<file path="src/hw/rtl/ibfp_pkg.sv">
package ibfp_pkg;

  localparam int unsigned WIN_LEN = 10;
  localparam int unsigned AXIS_BYTES = 6;

  localparam logic [3:0] WIN_FULL   = 4'd10;
  localparam logic [7:0] START_BYTE = 8'd85;
  localparam logic [7:0] KIND_ACCEL = 8'h51;
  localparam logic [7:0] KIND_GYRO  = 8'h52;
  localparam logic [7:0] KIND_ANGLE = 8'h53;

  typedef logic [7:0] byte_t;

  typedef struct packed {
    logic [1:0]                   kind;
    logic [AXIS_BYTES-1:0][7:0]   bytes;
  } frame_rec_t;

  typedef struct packed {
    logic full;
    logic empty;
  } q_stat_t;

endpackage

</file>
<file path="src/hw/rtl/ibfp_front.sv">
module ibfp_front (
  input  logic                clk,
  input  logic                rst_n,
  input  logic                in_push,
  input  logic [7:0]          in_data_byte,
  input  logic                in_end_of_burst,
  input  ibfp_pkg::q_stat_t   q_stat,
  output logic                in_full,
  output logic                q_push,
  output ibfp_pkg::frame_rec_t q_rec
);
  import ibfp_pkg::*;

  byte_t       win_r   [WIN_LEN];
  byte_t       win_nxt [WIN_LEN];
  logic [3:0]  fill_r, fill_nxt;
  logic [7:0]  sum_r, sum_nxt;
  logic        accept;
  logic        kind_ok;
  logic        match;
  logic [7:0]  kind_diff;

  assign in_full = q_stat.full;
  assign accept  = in_push && !q_stat.full;

  always_comb begin
    kind_ok = 1'b0;
    case (win_r[1]) inside
      KIND_ACCEL, KIND_GYRO, KIND_ANGLE: kind_ok = 1'b1;
      default:                           kind_ok = 1'b0;
    endcase
  end

  assign match = (fill_r == WIN_FULL) && (win_r[0] == START_BYTE) &&
                 (sum_r == in_data_byte) && kind_ok;

  assign kind_diff = win_r[1] - KIND_ACCEL;
  assign q_push    = accept && match;

  always_comb begin
    q_rec.kind = kind_diff[1:0];
    for (int i = 0; i < AXIS_BYTES; i++) begin
      q_rec.bytes[i] = win_r[i+2];
    end
  end

  // shift newest in at the top; zeros from a clear leave the sum unchanged
  always_comb begin
    for (int i = 0; i < WIN_LEN; i++) begin
      win_nxt[i] = win_r[i];
    end
    fill_nxt = fill_r;
    sum_nxt  = sum_r;
    if (accept) begin
      if (in_end_of_burst) begin
        for (int i = 0; i < WIN_LEN; i++) begin
          win_nxt[i] = '0;
        end
        fill_nxt = '0;
        sum_nxt  = '0;
      end else begin
        for (int i = 0; i < WIN_LEN - 1; i++) begin
          win_nxt[i] = win_r[i+1];
        end
        win_nxt[WIN_LEN-1] = in_data_byte;
        sum_nxt            = sum_r + in_data_byte - win_r[0];
        if (fill_r != WIN_FULL) begin
          fill_nxt = fill_r + 4'd1;
        end
      end
    end
  end

  always_ff @(posedge clk) begin
    if (!rst_n) begin
      for (int i = 0; i < WIN_LEN; i++) begin
        win_r[i] <= '0;
      end
      fill_r <= '0;
      sum_r  <= '0;
    end else begin
      for (int i = 0; i < WIN_LEN; i++) begin
        win_r[i] <= win_nxt[i];
      end
      fill_r <= fill_nxt;
      sum_r  <= sum_nxt;
    end
  end

endmodule

</file>
<file path="src/hw/rtl/ibfp_queue.sv">
module ibfp_queue #(
  parameter int unsigned DEPTH = 4
) (
  input  logic                 clk,
  input  logic                 rst_n,
  input  logic                 push,
  input  ibfp_pkg::frame_rec_t wr_rec,
  input  logic                 pop,
  output ibfp_pkg::frame_rec_t rd_rec,
  output ibfp_pkg::q_stat_t    stat
);
  import ibfp_pkg::*;

  localparam int unsigned AW = (DEPTH > 1) ? $clog2(DEPTH) : 1;
  localparam int unsigned CW = $clog2(DEPTH + 1);

  frame_rec_t    mem_r [DEPTH];
  logic [AW-1:0] wr_ptr_r, wr_ptr_nxt;
  logic [AW-1:0] rd_ptr_r, rd_ptr_nxt;
  logic [CW-1:0] count_r, count_nxt;
  logic          do_push, do_pop;

  assign stat.full  = (count_r == CW'(DEPTH));
  assign stat.empty = (count_r == '0);
  assign do_push    = push && !stat.full;
  assign do_pop     = pop && !stat.empty;
  assign rd_rec     = mem_r[rd_ptr_r];

  always_comb begin
    wr_ptr_nxt = wr_ptr_r;
    rd_ptr_nxt = rd_ptr_r;
    count_nxt  = count_r;
    if (do_push) begin
      wr_ptr_nxt = (wr_ptr_r == AW'(DEPTH - 1)) ? '0 : wr_ptr_r + 1'b1;
    end
    if (do_pop) begin
      rd_ptr_nxt = (rd_ptr_r == AW'(DEPTH - 1)) ? '0 : rd_ptr_r + 1'b1;
    end
    if (do_push && !do_pop) begin
      count_nxt = count_r + 1'b1;
    end else if (do_pop && !do_push) begin
      count_nxt = count_r - 1'b1;
    end
  end

  always_ff @(posedge clk) begin
    if (do_push) begin
      mem_r[wr_ptr_r] <= wr_rec;
    end
  end

  always_ff @(posedge clk) begin
    if (!rst_n) begin
      wr_ptr_r <= '0;
      rd_ptr_r <= '0;
      count_r  <= '0;
    end else begin
      wr_ptr_r <= wr_ptr_nxt;
      rd_ptr_r <= rd_ptr_nxt;
      count_r  <= count_nxt;
    end
  end

endmodule

</file>
<file path="src/hw/rtl/ibfp_back.sv">
module ibfp_back (
  input  logic                 clk,
  input  logic                 rst_n,
  input  ibfp_pkg::q_stat_t    q_stat,
  input  ibfp_pkg::frame_rec_t q_rec,
  output logic                 q_pop,
  input  logic                 out_pop,
  output logic                 out_empty,
  output logic [1:0]           out_frame_kind,
  output logic signed [15:0]   out_axis_x,
  output logic signed [15:0]   out_axis_y,
  output logic signed [15:0]   out_axis_z
);
  import ibfp_pkg::*;

  logic                valid_r, valid_nxt;
  logic                load;
  logic [1:0]          kind_r;
  logic signed [15:0]  x_r, y_r, z_r;

  assign load      = !q_stat.empty && (!valid_r || out_pop);
  assign q_pop     = load;
  assign valid_nxt = load ? 1'b1 : (out_pop ? 1'b0 : valid_r);

  assign out_empty      = !valid_r;
  assign out_frame_kind = kind_r;
  assign out_axis_x     = x_r;
  assign out_axis_y     = y_r;
  assign out_axis_z     = z_r;

  // assemble little-endian axis words
  always_ff @(posedge clk) begin
    if (load) begin
      kind_r <= q_rec.kind;
      x_r    <= signed'({q_rec.bytes[1], q_rec.bytes[0]});
      y_r    <= signed'({q_rec.bytes[3], q_rec.bytes[2]});
      z_r    <= signed'({q_rec.bytes[5], q_rec.bytes[4]});
    end
  end

  always_ff @(posedge clk) begin
    if (!rst_n) begin
      valid_r <= 1'b0;
    end else begin
      valid_r <= valid_nxt;
    end
  end

endmodule

</file>
<file path="src/hw/rtl/imu_binary_frame_parser.sv">
// A result goes through the result queue and the output register to the out_ ports.
// Throughput: one byte per cycle in while in_full is low, one result per cycle out while
// out_pop is held; in_full is high when the queue (QUEUE_DEPTH entries) is full.
// Reset: synchronous, active low; clears the byte window, its fill count and running sum,
// and empties the queue and output register. No clearing pass is needed.
module imu_binary_frame_parser #(
  parameter int unsigned QUEUE_DEPTH = 4
) (
  input  logic               clk,
  input  logic               rst_n,
  input  logic               in_push,
  output logic               in_full,
  input  logic [7:0]         in_data_byte,
  input  logic               in_end_of_burst,
  output logic               out_empty,
  input  logic               out_pop,
  output logic [1:0]         out_frame_kind,
  output logic signed [15:0] out_axis_x,
  output logic signed [15:0] out_axis_y,
  output logic signed [15:0] out_axis_z
);
  import ibfp_pkg::*;

  q_stat_t    q_stat;
  frame_rec_t wr_rec;
  frame_rec_t rd_rec;
  logic       q_push;
  logic       q_pop;

  ibfp_front u_front (
    .clk             (clk),
    .rst_n           (rst_n),
    .in_push         (in_push),
    .in_data_byte    (in_data_byte),
    .in_end_of_burst (in_end_of_burst),
    .q_stat          (q_stat),
    .in_full         (in_full),
    .q_push          (q_push),
    .q_rec           (wr_rec)
  );

  ibfp_queue #(
    .DEPTH (QUEUE_DEPTH)
  ) u_queue (
    .clk    (clk),
    .rst_n  (rst_n),
    .push   (q_push),
    .wr_rec (wr_rec),
    .pop    (q_pop),
    .rd_rec (rd_rec),
    .stat   (q_stat)
  );

  ibfp_back u_back (
    .clk            (clk),
    .rst_n          (rst_n),
    .q_stat         (q_stat),
    .q_rec          (rd_rec),
    .q_pop          (q_pop),
    .out_pop        (out_pop),
    .out_empty      (out_empty),
    .out_frame_kind (out_frame_kind),
    .out_axis_x     (out_axis_x),
    .out_axis_y     (out_axis_y),
    .out_axis_z     (out_axis_z)
  );

endmodule

</file>
<file path="config.mk">
export PLATFORM = sky130hd
export DESIGN_NAME = imu_binary_frame_parser
export DESIGN_NICKNAME = d
export VERILOG_FILES = /design/src/hw/rtl/ibfp_pkg.sv /design/src/hw/rtl/ibfp_front.sv /design/src/hw/rtl/ibfp_queue.sv /design/src/hw/rtl/ibfp_back.sv /design/src/hw/rtl/imu_binary_frame_parser.sv
export SDC_FILE = /design/constraint.sdc
export NUM_CORES = 1
export LEC_CHECK = 0
export ABC_AREA = 0
export BUFFER_PORTS_ARGS = -buffer_cell sky130_fd_sc_hd__buf_4
export CAP_MARGIN = 0
export CORE_MARGIN = 3
export CORE_UTILIZATION = 45
export DETAILED_ROUTE_END_ITERATION = 12
export PLACE_DENSITY = 0.64
export SKIP_LAST_GASP = 1
export SYNTH_ARGS = -nofsm -noshare
export SYNTH_HDL_FRONTEND = slang
export SYNTH_SLANG_ARGS = --single-unit
</file>
<file path="constraint.sdc">
create_clock -name clk -period 8.7 [get_ports clk]
set_input_delay 0.87 -clock clk [delete_from_list [all_inputs] [get_ports clk]]
set_output_delay 0.87 -clock clk [all_outputs]
set_load 0.02 [all_outputs]
</file>
==> impl_metrics.env, run 1 <==
export IMPL_fin_skew_ps=10.3
export IMPL_vias_per_cell=5.40
export IMPL_hold_ws_ps=451
export IMPL_p_leak_nw=4.87
export IMPL_maxSlewViolCount=0
export IMPL_final_nets=988
export IMPL_syn_inst=888
export IMPL_crit_chain="nor4bb_1 -> nand4_1 -> or2_2 -> nor2_1 -> ha_1 -> inv_1 -> fa_1 -> xor2_1 -> or3_1 -> a21boi_0"
export IMPL_yosys_register_bits=350
export IMPL_grt_total_usage_pct=15.7
export IMPL_reg2reg_slack_ps=5780
export IMPL_clk_pin_slew_ps=60
export IMPL_row_count=63
export IMPL_yosysUniqueCellTypes=51
export IMPL_hpwl_um=14000
export IMPL_fin_crit_sh_pct=33.6
export IMPL_hold_path_class="reg -> reg"
export IMPL_r2r_start="u_front.win_r[0][6]"
export IMPL_hold_path_end="u_front.win_r[0][71]"
export IMPL_area_growth_pct=14.0
export IMPL_ctsResizeCount=0
export IMPL_p_int_mw=3.08
export IMPL_switching_share_pct=26.3
export IMPL_wl_met1_um=12000
export IMPL_cts_htree_levels=2
export IMPL_pwr_share_clk_pct=35.6
export IMPL_cts_buffers=37
export IMPL_clock_root_buffer="clkbuf_16"
export IMPL_post_cts_buffers=0
export IMPL_whs_path_depth=2
export IMPL_cp_num_buf_inv=1
export IMPL_io_buffer_count=64
export IMPL_die_y_um=180
export IMPL_design_core_area_sq_um=29800
export IMPL_setup_slack_ps=5780
export IMPL_ant_nets=0
export IMPL_grt_overflow=0
export IMPL_synth_area_sq_um=13700
export IMPL_max_stage_delay_ps=430
export IMPL_ys_seq_area_share_pct=69.6
export IMPL_drc=0
export IMPL_worst_pin_slew_ps=981
export IMPL_postSynthAreaPerCell_sq_um=15.4
export IMPL_antenna_found_initial=0
export IMPL_ys_flop_type="edfxtp_1"
export IMPL_wl_per_cell_um=18.8
export IMPL_async_flop_share_pct=0
export IMPL_fin_tns_setup_ps=0
export IMPL_die_area_sq_um=32500
export IMPL_detailedPlace_worstSlack_ps=5350
export IMPL_post_route_util_pct=52.3
export IMPL_cts_sinks=350
export IMPL_drive_gt1_share_pct=19.2
export IMPL_critPathLaunchType="flip-flop"
export IMPL_drt_pass1_iter_count=5
export IMPL_synth_edf_count=250
export IMPL_max_slew_margin_pct=34.6
export IMPL_yosysWarningCount=0
export IMPL_routabilityCongestion=0.822
export IMPL_worstPathArrival_ps=3350
export IMPL_grt_pass1_vias=7371
export IMPL_ctsLongestPathBuffers=3
export IMPL_met2_length_um=12200
export IMPL_p_switching_mw=1.10
export IMPL_power_density_nw_per_um2=268
export IMPL_grt_pass1_wl_um=41200
export IMPL_final_common_cell="edfxtp_1"
export IMPL_worstPathRequired_ps=9130
export IMPL_max_freq_ghz=0.342
export IMPL_critPathSlowestCell="nor4bb_1"
export IMPL_antennaDiodeCount=0
export IMPL_crit_type="reg -> reg"
export IMPL_hp_start="u_front.win_r[0][71]"
export IMPL_multi_input_area_sq_um=3710
export IMPL_vias=7369
export IMPL_drt_initial_drc_count=559
export IMPL_setup_violations=0
export IMPL_regArea_sq_um=9520
export IMPL_status="completed"
export IMPL_pwr_share_comb_pct=16.1
export IMPL_finalCriticalPeriod_ps=2920
export IMPL_initial_core_util_pct=45.9
export IMPL_crit_family="simple AND/OR/NAND/NOR gates"
export IMPL_final_cell_mix="edfxtp_1, dfxtp_1, nand3_1"
export IMPL_fp_dieW_um=180
export IMPL_hold_viol=0
export IMPL_cts_hold_fix_buffers=0
export IMPL_path_max_fanout=5
export IMPL_clock_latency_ps=510
export IMPL_crit_path_end_kind="flip-flop"
export IMPL_pwr_share_seq_pct=48.3
export IMPL_syn_num_nets=928
export IMPL_dr_max_layer_used="met4"
export IMPL_rr_endpoint="u_queue.count_r[2]"
export IMPL_drv_cap=0
export IMPL_wl_um=25700
export IMPL_met3_wirelength_um=1210
export IMPL_ir_worst_vdd_mv=0.208
export IMPL_cts_tree="done"
export IMPL_fillerInstances=2534
export IMPL_grt_max_degree=108
export IMPL_rsz0062_at_grt="no"
export IMPL_r2r_cells=10
export IMPL_io_pins=65
-- Yosys cell counts, types with 9 or more instances --
cell type | n | area (sq um)
a21boi_1 | 80 | 601
inv_1 | 41 | 154
nand2_1 | 89 | 334
nand3_1 | 93 | 465
o21ai_0 | 9 | 45.0
ha_1 | 19 | 238
dfxtp_1 | 100 | 2000
clkbuf_1 | 20 | 75.1
edfxtp_1 | 250 | 7510
buf_6 | 15 | 169
mux4_2 | 50 | 1130
xnor2_1 | 10 | 87.6
-- sequential cells by signal, summed over array words and instances (netlist names) --
| name | flops |
|---|---|
| u_queue.rd_ptr_r | 2 |
| u_front.win_r | 80 |
| u_back.out_frame_kind | 2 |
| u_back.out_axis_x | 16 |
| u_back.out_axis_z | 16 |
| u_front.sum_r | 8 |
| u_front.fill_r | 4 |
| u_back.valid_r | 1 |
| u_queue.wr_ptr_r | 2 |
| u_queue.mem_r | 200 |
| u_queue.count_r | 3 |
| u_back.out_axis_y | 16 |
-- worst register-to-register path, cell delays in order (launching register included) --
cell,delay (ps)
dfxtp_1,400
nor4bb_1,430
nand4_1,190
or2_2,370
nor2_1,120
ha_1,190
inv_1,70
fa_1,430
xor2_1,170
or3_1,310
a21boi_0,150
-- power groups by stage --
stage / Clock (mW) / Sequential [mW] / Combinational [mW]
floorplan: 0 / 2.10 / 0.416
global placement: 0 / 2.06 / 0.677
detailed placement: 0 / 2.06 / 0.686
CTS: 1.52 / 2.03 / 0.688
global route: 1.59 / 2.04 / 0.728
finish: 1.49 / 2.02 / 0.671
-- worst max path at each step --
stage                             start             endpoint  slack, ps  depth (start not counted)
global route        u_front.win_r[0][6]   u_queue.count_r[2]       5590                         10
global placement        in_data_byte[7]   u_queue.count_r[2]       5430                         11
detailed placement      in_data_byte[7]   u_queue.count_r[2]       5350                         11
floorplan               in_data_byte[7]  u_queue.mem_r[0][0]       3230                          4
finish              u_front.win_r[0][6]   u_queue.count_r[2]       5780                         10
CTS                 u_front.win_r[0][6]   u_queue.count_r[2]       5780                         10
-- final cells by class --
cell class	count	area share, %
Sequential cell	350	61.1
Multi-Input combinational cell	443	23.8
Clock buffer	53	6.67
Timing Repair Buffer	73	3.52
Tap cell	390	3.13
Inverter	43	1.04
Clock inverter	13	0.731
-- cell families (layout without fill, tap and decap cells) --
family	count (synthesis)	in the layout	share of synthesized area, %
multiplexers	56	56	8.68
adder cells (fa/ha/maj)	27	27	2.91
buffers and inverters	95	182	3.53
AND/OR/NAND/NOR	228	228	8.09
AO/OA/AOI/OAI	118	118	6.33
XOR/XNOR	14	14	0.897
flip-flops	350	350	69.6
-- stage by stage --
stage | instances | total power, mW | instance area (sq um)
after global placement | 1299 | 2.74 | 14400
after floorplan | 888 | 2.52 | 13700
after global routing | 1365 | 4.36 | 15600
after CTS | 1365 | 4.24 | 15600
final | 1365 | 4.18 | 15600
after detailed placement | 1299 | 2.75 | 14400
-- metal layers --
metal,global-route usage [%],vias to the layer above
met5,0,-
met4,3.44,0
met3,2.73,31
met2,24.9,168
met1,23.0,3743
li1,-,3427
(Power assumes the default switching activity.)
==> run 2: changes to the inputs <==
Settings changed: PLACE_DENSITY 0.64 to 0.67.
Clock period 8.7 ns to 2.5 ns, I/O delays scaled along.
==> run 2 against run 1 <==
  * Die area unchanged
  * Routed wire length decreased by 1.1%
  * Clock skew increased by 1.4 ps
  * Core utilization up 1.2 points
  * Clock-buffer cell count down 5
  * Final cell count rose by 1.6%
  * Maximum frequency grew 22%
  * Cell area increased by 2.3%
  * Non-clock buffer count rose by 23
  * Sequential share of layout area decreased by 1.3 points
  * Critical path type unchanged
  * Critical endpoint unchanged
==> impl_metrics.env, run 2 (synthesis results as in run 1) <==
export IMPL_clock_latency_ps=510
export IMPL_cts_buffers=36
export IMPL_post_route_util_pct=53.5
export IMPL_hold_viol=0
export IMPL_switching_share_pct=26.4
export IMPL_dp_cells=1321
export IMPL_io_pins=65
export IMPL_design_core_area_sq_um=29800
export IMPL_ctsLongestPathBuffers=3
export IMPL_setup_violations=0
export IMPL_io_buffer_count=64
export IMPL_initial_core_util_pct=45.9
export IMPL_grt_overflow=0
export IMPL_die_area_sq_um=32500
export IMPL_area_growth_pct=16.6
export IMPL_vias_per_cell=5.30
export IMPL_largest_register_ffs=200
export IMPL_wl_per_cell_um=18.4
export IMPL_crit_chain="inv_1 -> ha_1 -> or3_4 -> nand4_1 -> or2_4 -> nor2_2 -> ha_2 -> inv_2 -> fa_2 -> xor2_1 -> or3_1 -> a21boi_1"
export IMPL_max_slew_margin_pct=50.5
export IMPL_top_register="u_queue.mem_r"
export IMPL_crit_path_end_kind="flip-flop"
export IMPL_cts_hold_fix_buffers=0
export IMPL_final_nets=1010
export IMPL_fillerInstances=2457
export IMPL_max_stage_delay_ps=370
export IMPL_p_switching_mw=3.87
export IMPL_drt_pass1_iter_count=5
export IMPL_grt_total_usage_pct=15.9
export IMPL_pwr_share_comb_pct=17.9
export IMPL_final_area_sq_um=15900
export IMPL_drt_initial_drc_count=545
export IMPL_crit_type="reg -> reg"
export IMPL_routabilityCongestion=0.809
export IMPL_row_count=63
export IMPL_finalCriticalPeriod_ps=2400
export IMPL_fp_dieW_um=180
export IMPL_final_cell_mix="edfxtp_1, nand3_1, dfxtp_1"
export IMPL_cts_tree="done"
export IMPL_ant_nets=0
export IMPL_cts_htree_levels=2
export IMPL_path_max_fanout=5
export IMPL_fin_skew_ps=11.8
export IMPL_fin_cells=1387
export IMPL_worst_pin_slew_ps=743
export IMPL_p_leak_nw=5.09
export IMPL_grt_pass1_wl_um=42200
export IMPL_pwr_share_seq_pct=46.6
export IMPL_postPlaceCellArea_sq_um=14700
export IMPL_worstPathRequired_ps=2940
export IMPL_antennaDiodeCount=0
export IMPL_reg_top3="u_queue.mem_r x200, u_front.win_r x80"
export IMPL_pwr_share_clk_pct=35.4
export IMPL_status="completed"
export IMPL_drv_cap=0
export IMPL_drc=0
export IMPL_ir_worst_vdd_mv=0.420
export IMPL_final_common_cell="edfxtp_1"
export IMPL_hold_path_class="in -> reg"
export IMPL_drive_gt1_share_pct=23.3
export IMPL_clock_root_buffer="clkbuf_16"
export IMPL_critPathSlowestCell="fa_2"
export IMPL_cts_sinks=350
export IMPL_p_int_mw=10.8
export IMPL_critPathLaunchType="flip-flop"
export IMPL_rsz0062_at_grt="yes"
export IMPL_power_density_nw_per_um2=922
export IMPL_hpwl_um=15300
export IMPL_clk_pin_slew_ps=60
export IMPL_power_total_mw=14.7
export IMPL_fin_crit_sh_pct=96.0
export IMPL_wl_um=25500
export IMPL_grt_max_degree=86
export IMPL_max_freq_ghz=0.417
export IMPL_antenna_found_initial=0
export IMPL_maxSlewViolCount=0
export IMPL_grt_pass1_vias=7732
export IMPL_vias=7346
export IMPL_die_y_um=180
export IMPL_worstPathArrival_ps=2840
==> run 2: final cells by class <==
cell class | count | area (sq um) | area share, %
multi-input combinational | 443 | 3780 | 23.7
tap | 390 | 488 | 3.06
clock inverter | 17 | 141 | 0.887
timing repair buffer | 96 | 821 | 5.15
clock buffer | 48 | 1030 | 6.45
sequential | 350 | 9520 | 59.7
inverter | 43 | 161 | 1.01
==> run 2: power groups by stage <==
stage               clock (mW)  combinational [mW]  sequential, mW
floorplan                    0                1.46            7.30
CTS                       5.34                2.68            6.87
finish                    5.21                2.64            6.86
detailed placement           0                2.67            6.99
global placement             0                2.65            6.98
global route              5.56                2.85            6.91
==> run 2: critical path: cells and delay by family (launching register included) <==
kind / cells / cell delay, ps
AND/OR/NAND/NOR: 5 / 890
adder cells (fa/ha/maj): 3 / 700
flip-flops: 1 / 340
XOR/XNOR: 1 / 150
buffers and inverters: 2 / 120
AO/OA/AOI/OAI: 1 / 120
==> run 2: what timing repair did <==
item / 4_1_cts / 5_1_grt
resized for setup: 1 / 7
setup endpoints to repair: 1 / 3
pin swaps: 1 / 1
setup buffers: 1 / 0
gates cloned: 0 / 0
endpoints found under the hold margin: 0 / 0
==> run 2: metal layers <==
metal	vias to the layer above	routed length, um	global-route usage (%)
li1	3484	-	-
met4	0	467	4.24
met3	38	1160	2.62
met1	3669	11600	22.6
met2	155	12300	25.8
met5	-	0	0
==> run 2: worst paths after layout <==
check                                          start                   end  slack, ps  cells past startpoint
worst max-delay path             u_front.win_r[0][8]    u_queue.count_r[2]        100                     12
worst max register to register   u_front.win_r[0][8]    u_queue.count_r[2]        100                     12
worst min-delay path                 in_data_byte[4]  u_front.win_r[0][76]         40                      3
worst min register to register  u_front.win_r[0][70]  u_front.win_r[0][70]        450                      2
==> run 2: stage by stage <==
step / setup slack (ps) / hold slack [ps] / setup TNS (ps)
finish: 99.7 / 39.9 / 0
global route: -45.7 / 56.0 / -45.7
CTS: 0.328 / 19.2 / 0
detailed placement: -28.5 / 442 / -28.5
global placement: 64.2 / 439 / 0
floorplan: -366 / 401 / -73160
